$ cat config.mk
export PLATFORM = sky130hd
export DESIGN_NAME = pp_token_boundary_tagger_top
export DESIGN_NICKNAME = d
export VERILOG_FILES = /design/src/rtl/core/pptb_pkg.sv /design/src/rtl/core/pptb_classify.sv /design/src/rtl/core/pptb_lexer.sv /design/src/rtl/core/pptb_outq.sv /design/src/rtl/core/pp_token_boundary_tagger_top.sv
export VERILOG_INCLUDE_DIRS = /design/src /design/src/rtl/core
export SDC_FILE = /design/constraint.sdc
export NUM_CORES = 1
export LEC_CHECK = 0
export BUFFER_PORTS_ARGS = -buffer_cell sky130_fd_sc_hd__buf_2
export CAP_MARGIN = 25
export CORE_ASPECT_RATIO = 0.5
export CORE_MARGIN = 5
export CORE_UTILIZATION = 50
export CTS_BUF_LIST = sky130_fd_sc_hd__clkbuf_8
export CTS_CLUSTER_SIZE = 28
export DETAILED_ROUTE_END_ITERATION = 7
export HOLD_SLACK_MARGIN = 0.15
export PLACE_DENSITY = 0.67
export SYNTH_ARGS = -nofsm -noshare
export SYNTH_HDL_FRONTEND = slang
export SYNTH_SLANG_ARGS = --single-unit
$ cat constraint.sdc
create_clock -name clk -period 6.55 [get_ports clk]
set_input_delay 0.3275 -clock clk [delete_from_list [all_inputs] [get_ports clk]]
set_output_delay 0.3275 -clock clk [all_outputs]
set_load 0.03 [all_outputs]
$ cat src/rtl/core/pp_token_boundary_tagger_top_defines.svh
// assertion macros used by the token tagger lexer
`ifndef PP_TOKEN_BOUNDARY_TAGGER_TOP_DEFINES_SVH
`define PP_TOKEN_BOUNDARY_TAGGER_TOP_DEFINES_SVH
`ifndef SYNTHESIS
`define PPTB_ASSERT_SAME(lbl, ante, cons, msg) \
  lbl: assert property (@(posedge clk) disable iff (!rst_n) (ante) |-> (cons)) \
    else $error(msg);
`define PPTB_ASSERT_NEXT(lbl, ante, cons, msg) \
  lbl: assert property (@(posedge clk) disable iff (!rst_n) (ante) |=> (cons)) \
    else $error(msg);
`else
`define PPTB_ASSERT_SAME(lbl, ante, cons, msg)
`define PPTB_ASSERT_NEXT(lbl, ante, cons, msg)
`endif
`endif

$ cat src/rtl/core/pptb_pkg.sv
// types, codes and character tables for the token tagger
`default_nettype none
package pptb_pkg;

  localparam int CpWidth = 21;
  typedef logic [CpWidth-1:0] cp_t;

  // token kinds
  localparam logic [2:0] KindWhite   = 3'd0;
  localparam logic [2:0] KindNewline = 3'd1;
  localparam logic [2:0] KindComment = 3'd2;
  localparam logic [2:0] KindPunct   = 3'd3;
  localparam logic [2:0] KindIdent   = 3'd4;
  localparam logic [2:0] KindNumber  = 3'd5;
  localparam logic [2:0] KindUnknown = 3'd6;
  localparam logic [2:0] KindEnd     = 3'd7;

  localparam cp_t ChNewline = 21'h0a;
  localparam cp_t ChSlash   = 21'h2f;
  localparam cp_t ChDot     = 21'h2e;
  localparam cp_t ChQuote   = 21'h27;
  localparam cp_t ChStar    = 21'h2a;

  // universal-character ranges allowed in identifiers
  localparam int NumRanges = 30;
  localparam cp_t RangeLo [NumRanges] = '{
    21'ha8,   21'haa,   21'had,   21'haf,   21'hb2,   21'hb7,   21'hbc,   21'hc0,
    21'hd8,   21'hf8,   21'h100,  21'h1681, 21'h180f, 21'h200b, 21'h202a, 21'h203f,
    21'h2054, 21'h2060, 21'h2070, 21'h2460, 21'h2776, 21'h2c00, 21'h2e80, 21'h3004,
    21'h3021, 21'h3031, 21'hf900, 21'hfd40, 21'hfdf0, 21'hfe47
  };
  localparam cp_t RangeHi [NumRanges] = '{
    21'ha8,   21'haa,   21'had,   21'haf,   21'hb5,   21'hba,   21'hbe,   21'hd6,
    21'hf6,   21'hff,   21'h167f, 21'h180d, 21'h1fff, 21'h200d, 21'h202e, 21'h2040,
    21'h2054, 21'h206f, 21'h218f, 21'h24ff, 21'h2793, 21'h2dff, 21'h2fff, 21'h3007,
    21'h302f, 21'hd7ff, 21'hfd3d, 21'hfdcf, 21'hfe44, 21'hfffd
  };

  // character class flags
  typedef struct packed {
    logic nl;
    logic slash;
    logic dot;
    logic star;
    logic quote;
    logic sign;
    logic white;
    logic punct;
    logic digit;
    logic basic;
    logic id_char;
    logic id_first;
    logic exp_letter;
  } pptb_cls_t;

  // one tagged result
  typedef struct packed {
    cp_t        ch;
    logic [2:0] kind;
    logic       start;
    logic       last;
  } pptb_res_t;

  // results of one step toward the output queue
  typedef struct packed {
    logic [1:0] n;
    pptb_res_t  res0;
    pptb_res_t  res1;
  } pptb_push_t;

endpackage
`default_nettype wire

$ cat src/rtl/core/pptb_classify.sv
// character class decode for one code point
`default_nettype none
module pptb_classify
  import pptb_pkg::*;
(
  input  wire cp_t       code_point,
  output pptb_cls_t      cls
);

  logic wide;
  logic mark;
  logic range_hit;

  always_comb begin
    range_hit = 1'b0;
    for (int i = 0; i < NumRanges; i++) begin
      if (code_point >= RangeLo[i] && code_point <= RangeHi[i]) begin
        range_hit = 1'b1;
      end
    end
    // planes 1 to 14 minus the last two code points of each plane
    wide = range_hit ||
           (code_point >= 21'h10000 && code_point <= 21'hefffd &&
            code_point[15:0] <= 16'hfffd);
    // combining marks may not start an identifier
    mark = (code_point >= 21'h300  && code_point <= 21'h36f)  ||
           (code_point >= 21'h1dc0 && code_point <= 21'h1dff) ||
           (code_point >= 21'h20d0 && code_point <= 21'h20ff) ||
           (code_point >= 21'hfe20 && code_point <= 21'hfe2f);

    cls.nl    = code_point == ChNewline;
    cls.slash = code_point == ChSlash;
    cls.dot   = code_point == ChDot;
    cls.star  = code_point == ChStar;
    cls.quote = code_point == ChQuote;
    cls.sign  = code_point == 21'h2b || code_point == 21'h2d;
    cls.white = code_point == 21'h20 || code_point == 21'h09 ||
                code_point == 21'h0b || code_point == 21'hff;
    cls.punct = code_point == 21'h28 || code_point == 21'h29 ||
                code_point == 21'h5b || code_point == 21'h5d ||
                code_point == 21'h7b || code_point == 21'h7d ||
                code_point == 21'h3b;
    cls.digit = code_point >= 21'h30 && code_point <= 21'h39;
    cls.basic = (code_point >= 21'h41 && code_point <= 21'h5a) ||
                code_point == 21'h5f ||
                (code_point >= 21'h61 && code_point <= 21'h7a);
    cls.id_char    = cls.basic || cls.digit || wide;
    cls.id_first   = cls.id_char && !cls.digit && !mark;
    cls.exp_letter = code_point == 21'h65 || code_point == 21'h45 ||
                     code_point == 21'h70 || code_point == 21'h50;
  end

endmodule
`default_nettype wire

$ cat src/rtl/core/pptb_lexer.sv
// lexer state and result generation, one step per item
`default_nettype none
`include "pp_token_boundary_tagger_top_defines.svh"
module pptb_lexer
  import pptb_pkg::*;
(
  input  wire             clk,
  input  wire             rst_n,
  input  wire             step,
  input  wire cp_t        code_point,
  input  wire             end_of_input,
  input  wire pptb_cls_t  cls,
  output pptb_push_t      push
);

  localparam logic [2:0] ModeIdle   = 3'd0;
  localparam logic [2:0] ModeIdent  = 3'd1;
  localparam logic [2:0] ModeNum    = 3'd2;
  localparam logic [2:0] ModeLineC  = 3'd3;
  localparam logic [2:0] ModeBlockC = 3'd4;
  localparam logic [2:0] ModeSlash  = 3'd5;
  localparam logic [2:0] ModeDot    = 3'd6;
  localparam logic [2:0] ModeQuote  = 3'd7;

  // the held character follows from the mode alone
  logic [2:0] mode_r, mode_nxt;
  logic       exp_r, exp_nxt;
  logic       star_r, star_nxt;

  logic       bt_emit;
  logic [2:0] bt_mode;
  pptb_res_t  bt_res;
  pptb_res_t  res0, res1;
  logic [1:0] n;

  function automatic pptb_res_t mk(cp_t ch, logic [2:0] kind, logic start);
    pptb_res_t r;
    r.ch    = ch;
    r.kind  = kind;
    r.start = start;
    r.last  = 1'b0;
    return r;
  endfunction

  // between-token decode of the current character
  always_comb begin
    bt_emit = 1'b1;
    bt_mode = ModeIdle;
    bt_res  = mk(code_point, KindUnknown, 1'b1);
    if (cls.nl) begin
      bt_res.kind = KindNewline;
    end else if (cls.slash) begin
      bt_emit = 1'b0;
      bt_mode = ModeSlash;
    end else if (cls.dot) begin
      bt_emit = 1'b0;
      bt_mode = ModeDot;
    end else if (cls.white) begin
      bt_res.kind = KindWhite;
    end else if (cls.punct) begin
      bt_res.kind = KindPunct;
    end else if (cls.digit) begin
      bt_res.kind = KindNumber;
      bt_mode     = ModeNum;
    end else if (cls.id_first) begin
      bt_res.kind = KindIdent;
      bt_mode     = ModeIdent;
    end
  end

  always_comb begin
    mode_nxt = mode_r;
    exp_nxt  = exp_r;
    star_nxt = star_r;
    res0     = mk(code_point, KindComment, 1'b0);
    res1     = bt_res;
    n        = 2'd0;
    if (end_of_input) begin
      mode_nxt = ModeIdle;
      exp_nxt  = 1'b0;
      star_nxt = 1'b0;
      res1     = mk('0, KindEnd, 1'b1);
      n        = 2'd2;
      if (mode_r == ModeSlash) begin
        res0 = mk(ChSlash, KindPunct, 1'b1);
      end else if (mode_r == ModeDot) begin
        res0 = mk(ChDot, KindPunct, 1'b1);
      end else if (mode_r == ModeQuote) begin
        res0 = mk(ChQuote, KindUnknown, 1'b1);
      end else begin
        res0 = mk('0, KindEnd, 1'b1);
        n    = 2'd1;
      end
    end else begin
      case (mode_r)
        ModeSlash: begin
          if (cls.slash || cls.star) begin
            res0     = mk(ChSlash, KindComment, 1'b1);
            res1     = mk(code_point, KindComment, 1'b0);
            n        = 2'd2;
            mode_nxt = cls.slash ? ModeLineC : ModeBlockC;
            if (cls.star) begin
              star_nxt = 1'b0;
            end
          end else begin
            res0     = mk(ChSlash, KindPunct, 1'b1);
            n        = bt_emit ? 2'd2 : 2'd1;
            mode_nxt = bt_mode;
            exp_nxt  = 1'b0;
          end
        end
        ModeDot: begin
          if (cls.digit) begin
            res0     = mk(ChDot, KindNumber, 1'b1);
            res1     = mk(code_point, KindNumber, 1'b0);
            n        = 2'd2;
            mode_nxt = ModeNum;
            exp_nxt  = 1'b0;
          end else begin
            res0     = mk(ChDot, KindPunct, 1'b1);
            n        = bt_emit ? 2'd2 : 2'd1;
            mode_nxt = bt_mode;
            exp_nxt  = 1'b0;
          end
        end
        ModeQuote: begin
          if (cls.digit || cls.basic) begin
            res0     = mk(ChQuote, KindNumber, 1'b0);
            res1     = mk(code_point, KindNumber, 1'b0);
            n        = 2'd2;
            mode_nxt = ModeNum;
            exp_nxt  = cls.exp_letter;
          end else begin
            res0     = mk(ChQuote, KindUnknown, 1'b1);
            n        = bt_emit ? 2'd2 : 2'd1;
            mode_nxt = bt_mode;
            exp_nxt  = 1'b0;
          end
        end
        ModeLineC: begin
          n = 2'd1;
          if (cls.nl) begin
            res0     = mk(code_point, KindNewline, 1'b1);
            mode_nxt = ModeIdle;
          end
        end
        ModeBlockC: begin
          n = 2'd1;
          if (star_r && cls.slash) begin
            mode_nxt = ModeIdle;
            star_nxt = 1'b0;
          end else begin
            star_nxt = cls.star;
          end
        end
        ModeIdent: begin
          if (cls.id_char) begin
            res0 = mk(code_point, KindIdent, 1'b0);
            n    = 2'd1;
          end else begin
            res0     = bt_res;
            n        = {1'b0, bt_emit};
            mode_nxt = bt_mode;
            exp_nxt  = 1'b0;
          end
        end
        ModeNum: begin
          if (exp_r && cls.sign) begin
            res0    = mk(code_point, KindNumber, 1'b0);
            n       = 2'd1;
            exp_nxt = 1'b0;
          end else if (cls.id_char || cls.dot) begin
            res0    = mk(code_point, KindNumber, 1'b0);
            n       = 2'd1;
            exp_nxt = cls.exp_letter;
          end else if (cls.quote) begin
            mode_nxt = ModeQuote;
            exp_nxt  = 1'b0;
          end else begin
            res0     = bt_res;
            n        = {1'b0, bt_emit};
            mode_nxt = bt_mode;
            exp_nxt  = 1'b0;
          end
        end
        default: begin
          res0     = bt_res;
          n        = {1'b0, bt_emit};
          mode_nxt = bt_mode;
          exp_nxt  = 1'b0;
        end
      endcase
    end
    // mark the final result of this item
    if (n == 2'd1) begin
      res0.last = 1'b1;
    end else if (n == 2'd2) begin
      res1.last = 1'b1;
    end
  end

  always_ff @(posedge clk) begin
    if (!rst_n) begin
      mode_r <= ModeIdle;
      exp_r  <= 1'b0;
      star_r <= 1'b0;
    end else if (step) begin
      mode_r <= mode_nxt;
      exp_r  <= exp_nxt;
      star_r <= star_nxt;
    end
  end

  assign push.n    = step ? n : 2'd0;
  assign push.res0 = res0;
  assign push.res1 = res1;

  `PPTB_ASSERT_SAME(a_pair_last, push.n == 2'd2, push.res1.last && !push.res0.last, "last flag misplaced on result pair")
  `PPTB_ASSERT_NEXT(a_end_resets, step && end_of_input, mode_r == ModeIdle && !exp_r && !star_r, "state not cleared after end")
  `PPTB_ASSERT_NEXT(a_quote_from_num, step && mode_nxt == ModeQuote, $past(mode_r) == ModeNum, "quote hold entered outside a number")

endmodule
`default_nettype wire

$ cat src/rtl/core/pptb_outq.sv
// four-entry result queue, up to two writes and one read per cycle
`default_nettype none
module pptb_outq
  import pptb_pkg::*;
(
  input  wire             clk,
  input  wire             rst_n,
  input  wire pptb_push_t push,
  output logic            room,
  output logic            out_valid,
  input  wire             out_ready,
  output pptb_res_t       out_res
);

  pptb_res_t  mem_r [4];
  logic [1:0] wp_r, rp_r;
  logic [2:0] cnt_r;
  logic       pop;

  assign pop       = out_valid && out_ready;
  assign out_valid = cnt_r != 3'd0;
  assign out_res   = mem_r[rp_r];
  assign room      = cnt_r <= 3'd2;

  always_ff @(posedge clk) begin
    if (push.n != 2'd0) begin
      mem_r[wp_r] <= push.res0;
    end
    if (push.n == 2'd2) begin
      mem_r[wp_r + 2'd1] <= push.res1;
    end
  end

  always_ff @(posedge clk) begin
    if (!rst_n) begin
      wp_r  <= '0;
      rp_r  <= '0;
      cnt_r <= '0;
    end else begin
      wp_r  <= wp_r + push.n;
      rp_r  <= rp_r + {1'b0, pop};
      cnt_r <= cnt_r + {1'b0, push.n} - {2'b0, pop};
    end
  end

endmodule
`default_nettype wire

$ cat src/rtl/core/pp_token_boundary_tagger_top.sv
// top level of the preprocessing-token boundary tagger
//
//  channel | dir | tdata                 | tuser                          | tlast
//  in_     | in  | [20:0] code_point     | [0] end_of_input               | -
//  out_    | out | [20:0] char_out       | [2:0] token_kind,[3] token_start | last_of_run
//
// one request a cycle enters while each yields at most one result and the output
// takes results; a request that yields two results (held slash, dot or separator
// resolved, or end of input with a held character) writes both to the queue at once
// a request is held in the input register, then the lexer step writes its results
// into the result queue; the lexer steps only while the queue has room for two entries,
// so the output side can stall freely and the input side stalls behind it
// synchronous active-low reset returns lexer to between tokens, queue empty
`default_nettype none
module pp_token_boundary_tagger_top
  import pptb_pkg::*;
(
  input  wire         clk,
  input  wire         rst_n,
  input  wire         in_tvalid,
  output logic        in_tready,
  input  wire  [23:0] in_tdata,   // [20:0] code_point, [23:21] zero
  input  wire  [0:0]  in_tuser,   // [0] end_of_input
  output logic        out_tvalid,
  input  wire         out_tready,
  output logic [23:0] out_tdata,  // [20:0] char_out, [23:21] zero
  output logic [3:0]  out_tuser,  // [2:0] token_kind, [3] token_start
  output logic        out_tlast   // last_of_run
);

  // input register
  logic       in_v_r;
  cp_t        in_cp_r;
  logic       in_eoi_r;
  logic       step;
  logic       room;
  pptb_cls_t  cls;
  pptb_push_t push;
  pptb_res_t  res;

  // lexer steps when an item is held and the queue can take two results
  assign step      = in_v_r && room;
  assign in_tready = !in_v_r || step;

  always_ff @(posedge clk) begin
    if (!rst_n) begin
      in_v_r <= 1'b0;
    end else if (in_tready) begin
      in_v_r <= in_tvalid;
    end
  end

  // payload needs no reset
  always_ff @(posedge clk) begin
    if (in_tready && in_tvalid) begin
      in_cp_r  <= in_tdata[CpWidth-1:0];
      in_eoi_r <= in_tuser[0];
    end
  end

  pptb_classify u_classify (
    .code_point (in_cp_r),
    .cls        (cls)
  );

  pptb_lexer u_lexer (
    .clk          (clk),
    .rst_n        (rst_n),
    .step         (step),
    .code_point   (in_cp_r),
    .end_of_input (in_eoi_r),
    .cls          (cls),
    .push         (push)
  );

  pptb_outq u_outq (
    .clk       (clk),
    .rst_n     (rst_n),
    .push      (push),
    .room      (room),
    .out_valid (out_tvalid),
    .out_ready (out_tready),
    .out_res   (res)
  );

  assign out_tdata = {3'b000, res.ch};
  assign out_tuser = {res.start, res.kind};
  assign out_tlast = res.last;

endmodule
`default_nettype wire

==> results of run 1 <==
[cell usage in the layout (no fill, tap or decap), types with 23 or more instances in the layout]
cell,count
nand2b_1,30
nor2_1,124
dlygate4sd3_1,23
a21oi_1,25
buf_4,24
nand2_1,95
nor4_1,25
o21ai_0,33
nor3_1,25
mux4_2,26
buf_2,53
edfxtp_1,126
nand3_1,37
[Yosys cell counts, types with 6 or more instances]
cell type / n
nand4_1: 14
or4_1: 12
o211ai_1: 6
o21a_1: 7
o32ai_1: 6
o22ai_1: 8
and2_1: 14
dfxtp_1: 13
nand2b_1: 30
nor2b_1: 12
nor3_1: 25
a21o_1: 8
mux4_2: 26
a31oi_1: 9
inv_1: 16
nand3_1: 37
mux2i_1: 6
buf_1: 6
o21ai_0: 33
nor4_1: 25
or3_1: 11
or2_2: 6
nor2_1: 124
buf_2: 18
nand2_1: 95
clkbuf_1: 41
a21oi_1: 25
edfxtp_1: 126
and3_1: 8
a211oi_1: 7
[metal layers]
layer / track usage / wire length (um) / vias to the layer above
met5: 0 / 0 / -
met1: 0.3931 / 12040 / 3770
met4: 0.09372 / 870 / 0
met3: 0.05113 / 2514 / 72
li1: - / - / 3518
met2: 0.4333 / 12050 / 454
[cells by family after synthesis]
group / Yosys count
fa+ha+maj: 6
mux: 32
other cells: 1
flops: 139
buf+inv: 85
simple gates: 446
xor+xnor: 6
compound gates: 176
[repair_timing]
action	in CTS	in global routing
hold endpoints to repair	23	0
hold buffers	23	0
resized for setup	0	0
[metrics by stage]
stage / util / instances / instance area (sq um) / setup WS [ns] / power (W)
floorplan: - / 893 / 8727 / 2.162 / 0.001627
global placement: 0.5333 / 1136 / 9188 / 1.634 / 0.001818
detailed placement: 0.5341 / 1137 / 9203 / 1.587 / 0.001826
CTS: 0.5689 / 1192 / 9802 / 1.544 / 0.002504
global route: 0.5701 / 1193 / 9822 / 1.162 / 0.002626
finish: 0.5701 / 1193 / 9822 / 1.470 / 0.002496
[state kept, by name, summed over array words and instances, names as in the netlist]
| signal | cells |
|---|---|
| u_lexer.star_r | 1 |
| u_lexer.mode_r | 3 |
| u_outq.cnt_r | 3 |
| in_eoi_r | 1 |
| in_v_r | 1 |
| u_lexer.exp_r | 1 |
| in_cp_r | 21 |
| u_outq.wp_r | 2 |
| u_outq.rp_r | 2 |
| u_outq.mem_r | 104 |
[critical path: stages, from the launching register on]
cell and delay (ns):
edfxtp_1 1.07, nand4_1 0.74, a21oi_1 0.42, nor2_1 0.07, o221ai_1 0.18, o2111a_1 0.24, nand4_2 0.24, nor3_1 0.44
a21o_1 0.39, nor2_1 0.13, ha_1 0.24, fa_1 0.39, xnor2_1 0.21, xnor2_1 0.08, and2_1 0.14
[path summary, 6_finish.rpt]
check	startpoint	end	slack (ns)	cells after the start
worst max-delay path	in_cp_r[2]	u_outq.cnt_r[2]	1.47	14
worst max register to register	in_cp_r[2]	u_outq.cnt_r[2]	1.47	14
worst min register to register	u_lexer.star_r	u_lexer.star_r	0.53	2
worst min-delay path	rst_n	u_lexer.star_r	0.23	2
[cell type report]
type	count	area (sq um)
clock buffer	17	234.0
clock inverter	15	135.1
fill	1517	7407
inverter	17	63.81
multi-input combinational	669	4340
sequential	139	4045
tap	234	292.8
timing repair buffer	102	710.7
[power by group through the flow]
stage	combinational (W)	sequential, W	clock [W]
CTS	0.000683	0.00114	0.000686
detailed placement	0.000671	0.00116	0
floorplan	0.000546	0.00108	0
finish	0.000719	0.00111	0.000669
global route	0.000777	0.00112	0.000730
global placement	0.000664	0.00115	0
==> flow_summary.json, run 1 <==
{
  "path_class": "register to register",
  "cap_viol_max_count": 0,
  "synth_edf_count": 126,
  "post_cts_buffers": 0,
  "start_util": 0.5061,
  "ir_drop_mv": 0.2099,
  "synthTopCellsByArea": "edfxtp_1 (43%), mux4_2 (6.7%), nor2_1 (5.3%)",
  "grt_first_pass_wirelength_mm": 42.70,
  "endpoint_kind": "register",
  "drt-total-wl_mm": 27.47,
  "die_area_sq_mm": 0.02034,
  "yosys.area_share.simple": 0.2645,
  "power.switching_w": 0.0009050,
  "syn_area_sq_mm": 0.008720,
  "status": "completed",
  "netSwitchingFraction": 0.3626,
  "synthMuxAreaShare": 0.07404,
  "finalHoldViolCount": 0,
  "io_pins": 60,
  "tritoncts": "built",
  "fin_crit_ns": 5.080,
  "crit_required_ns": 6.90,
  "fin_crit_sh": 0.7755,
  "holdWs_ns": 0.2313,
  "internal-power_w": 0.001591,
  "syn_avg_cell_area_sq_um": 9.786,
  "synth_compound_area_frac": 0.1413,
  "setup_viol": 0,
  "wl_per_cell_um": 23.03,
  "p_seq_frac": 0.444,
  "clockRootBuffer": "clkbuf_8",
  "drtIter0Drc": 1002,
  "clockPowerShare": 0.268,
  "slew_headroom": 0.2850,
  "maxSlewViolCount": 0,
  "combPwrFrac": 0.288,
  "synth-main-ff-cell": "edfxtp_1",
  "die_width_um": 196.8,
  "crit_fanout": 29,
  "vias": 7814,
  "clkSinkCount": 139,
  "synth_top_family_by_area": "simple AND/OR/NAND/NOR gates",
  "io_buffer_count": 53,
  "area_delta_synth_final_pct": 12.64,
  "synth_adder_area_share": 0.009471,
  "die_height_um": 103.4,
  "viasPerCell": 6.550,
  "rsz0062_at_grt": "no",
  "drive_gt1_frac": 0.1648,
  "grt_max_degree": 45,
  "ys.warnings.count": 0,
  "synth_async_sr_flop_share": 0,
  "drc_errors": 0,
  "antenna_found_initial": 0,
  "cts_made_buffers": 17,
  "power_leakage_nw": 3.388,
  "antennaDiodeCount": 0,
  "worstSkewPairLatency_ns": 0.46,
  "tightest_slew_ns": 1.073,
  "placementRows": 34,
  "synth_xor_xnor_area_share": 0.006027,
  "seq_area_frac_synth": 0.4638,
  "hp-class": "input pin to register",
  "skew_ns": 0.02263,
  "fmax_mhz": 196.9,
  "place_congestion": 1.010,
  "synth_top_area_share": 0.4339,
  "first_pass_iters": 5,
  "globalRouteTotalUtil": 0.2762,
  "finalSetupTns_ns": 0,
  "syn_inst": 891,
  "h-tree-depth": 4,
  "synth_seq_cells": 139,
  "clkSlewWorstSetupHoldPaths_ns": 0.11,
  "grt_pass1_vias": 7300,
  "ant_nets": 0,
  "cp-start-kind": "register",
  "cts_buffer_depth": 2,
  "synth_top_area_cell": "edfxtp_1",
  "nNetsFinal": 981,
  "grt_overflow_total": 0,
  "core_area_sq_mm": 0.01723,
  "power_density_mw_per_mm2": 254.1,
  "cp.arrival_ns": 5.43,
  "synth_cell_types": 84,
  "hpwl_mm": 18.94
}
(Power assumes the default switching activity.)
==> run 2: changes to the inputs <==
--- a/config.mk
+++ b/config.mk
@@ -15,7 +15,7 @@
 export CTS_CLUSTER_SIZE = 28
 export DETAILED_ROUTE_END_ITERATION = 7
 export HOLD_SLACK_MARGIN = 0.15
-export PLACE_DENSITY = 0.67
+export PLACE_DENSITY = 0.7
 export SYNTH_ARGS = -nofsm -noshare
 export SYNTH_HDL_FRONTEND = slang
 export SYNTH_SLANG_ARGS = --single-unit
==> constraint.sdc (replaced) <==
create_clock -name clk -period 4.2 [get_ports clk]
set_input_delay 0.21 -clock clk [delete_from_list [all_inputs] [get_ports clk]]
set_output_delay 0.21 -clock clk [all_outputs]
set_load 0.03 [all_outputs]
==> run 2 against run 1 <==
- total power rose by 60%
- critical path type unchanged
- clock power grew 60%
- cell area grew 6.7%
- die area stayed put
- wire length rose by 4.7%
- sequential share of layout area shrank 2.6 points
- largest power group unchanged
- first-iteration DRC count grew 7.1%
- non-clock buffer count rose by 74
- combinational power rose by 72%
- critical path depth unchanged
==> flow_summary.json, run 2 (same netlist as run 1, synthesis figures left out) <==
{
  "worstSkewPairLatency_ns": 0.46,
  "reg2reg_setup_slack_ns": 0.23,
  "dr_wl_met2_mm": 12.54,
  "tritoncts": "built",
  "ir_drop_mv": 0.3308,
  "largest_register_ffs": 104,
  "rr_startpoint": "in_cp_r[17]",
  "antenna_found_initial": 0,
  "start_util": 0.5061,
  "setup_viol": 0,
  "finalHoldViolCount": 0,
  "grt_pass1_vias": 7643,
  "status": "completed",
  "h-tree-depth": 4,
  "cp-start-kind": "register",
  "viasPerCell": 6.315,
  "crit_path_cell_trace": "or4_1 -> or3_1 -> a311oi_2 -> nor2_1 -> nor3_1 -> nand3_2 -> nor3_4 -> a21o_1 -> nor2_1 -> ha_1 -> fa_1 -> xnor2_1 -> xnor2_1 -> and2_1",
  "largestRegisters": "u_outq.mem_r (104), in_cp_r (21)",
  "fin_crit_ns": 3.968,
  "die_height_um": 103.4,
  "endpoint_kind": "register",
  "max_stage_delay_ns": 0.59,
  "power_w": 0.003999,
  "clkSlewWorstSetupHoldPaths_ns": 0.10,
  "globalRouteTotalUtil": 0.2882,
  "placementRows": 34,
  "met1_length_mm": 12.70,
  "post_cts_buffers": 0,
  "grt_max_degree": 32,
  "cts_made_buffers": 17,
  "dpl_cell_area_sq_mm": 0.009833,
  "cp.arrival_ns": 4.30,
  "power_density_mw_per_mm2": 381.5,
  "maxSlewViolCount": 0,
  "first_pass_iters": 5,
  "drc_errors": 0,
  "rsz0062_at_grt": "no",
  "skew_ns": 0.04429,
  "io_buffer_count": 53,
  "rr_worst_depth": 14,
  "hp-class": "input pin to register",
  "cts_buffer_depth": 2,
  "nNetsFinal": 1055,
  "io_pins": 60,
  "timing.rr.end": "u_outq.cnt_r[2]",
  "tightest_slew_ns": 0.7985,
  "vias": 8020,
  "cap_viol_max_count": 0,
  "clockRootBuffer": "clkbuf_8",
  "slowest_stage": "or4_1",
  "layout_commonest_cell": "edfxtp_1",
  "fin_area_sq_mm": 0.01048,
  "hold_depth": 4,
  "nFillCells": 1483,
  "fin_crit_sh": 0.9446,
  "min-delay-start": "out_tready",
  "grt_first_pass_wirelength_mm": 44.74,
  "crit_required_ns": 4.53,
  "fmax_mhz": 252.0,
  "power_leakage_nw": 3.801,
  "path_class": "register to register",
  "min_to": "u_outq.rp_r[0]",
  "crit_fanout": 6,
  "drive_gt1_frac": 0.2294,
  "die_width_um": 196.8,
  "drtIter0Drc": 1073,
  "largest-register": "u_outq.mem_r",
  "slew_headroom": 0.4539,
  "area_delta_synth_final_pct": 20.22,
  "place_congestion": 1.013,
  "wl_per_cell_um": 22.64,
  "clkSinkCount": 139,
  "drt-total-wl_mm": 28.76,
  "highest_layer": "met4",
  "ant_nets": 0,
  "core_area_sq_mm": 0.01723,
  "hpwl_mm": 21.19,
  "die_area_sq_mm": 0.02034,
  "final_cell_mix": "edfxtp_1 (126), nor2_1 (124), nand2_1 (95)",
  "wl_met3_mm": 2.657,
  "grt_overflow_total": 0
}
[run 2: per-stage QoR]
stage          TNS [ns]  hold slack [ns]  utilization  setup slack [ns]  instances
3_5_place_dp          0           0.3881       0.5707            0.2745       1209
5_1_grt               0           0.2911       0.6080           0.03731       1267
3_3_place_gp          0           0.3873       0.5691            0.3106       1208
4_1_cts               0           0.2630       0.6065            0.2168       1266
6_report              0           0.2745       0.6084            0.2325       1270
2_1_floorplan    -1.346           0.3089            -          -0.02588        893
[run 2: final cells by class]
cell class | count | area [sq um] | share of cell area
sequential | 139 | 4045 | 0.3859
clock buffer | 17 | 234.0 | 0.02232
tap | 234 | 292.8 | 0.02793
antenna | 3 | 7.507 | 0.0007162
multi-input combinational | 669 | 4399 | 0.4197
inverter | 17 | 63.81 | 0.006087
clock inverter | 15 | 131.4 | 0.01253
timing repair buffer | 176 | 1309 | 0.1249
[run 2: critical path, delay by kind of cell, from the launching register on]
family,cells,cell delay (ns)
compound gates,2,0.49
simple gates,8,2.05
flops,1,0.46
fa+ha+maj,2,0.60
xor+xnor,2,0.28
[run 2: layer usage]
layer | vias up | global-route usage
met4 | 0 | 0.09318
li1 | 3664 | -
met5 | - | 0
met2 | 453 | 0.4444
met3 | 62 | 0.06181
met1 | 3841 | 0.4131
[run 2: worst max-delay path by stage]
stage	slack (ns)	cells past startpoint	from	endpoint
2_1_floorplan	-0.03	11	in_cp_r[17]	u_outq.mem_r[0][0]
3_3_place_gp	0.31	15	in_cp_r[5]	u_outq.cnt_r[2]
3_5_place_dp	0.27	14	in_cp_r[17]	u_outq.cnt_r[2]
4_1_cts	0.22	14	in_cp_r[17]	u_outq.cnt_r[2]
5_1_grt	0.04	14	in_cp_r[17]	u_outq.cnt_r[2]
6_report	0.23	14	in_cp_r[17]	u_outq.cnt_r[2]
[run 2: repair_timing]
action	4_1_cts	5_1_grt
hold endpoints to repair	33	0
hold buffers	25	0
endpoints found under the setup margin	0	1
resized for setup	0	1
[run 2: report_power, final]
group | internal (W) | total, W | switching [W] | leakage [nW]
sequential | 0.00162 | 0.00169 | 0.0000711 | 1.27
combinational | 0.000487 | 0.00124 | 0.000755 | 2.35
clock | 0.000432 | 0.00107 | 0.000635 | 0.185
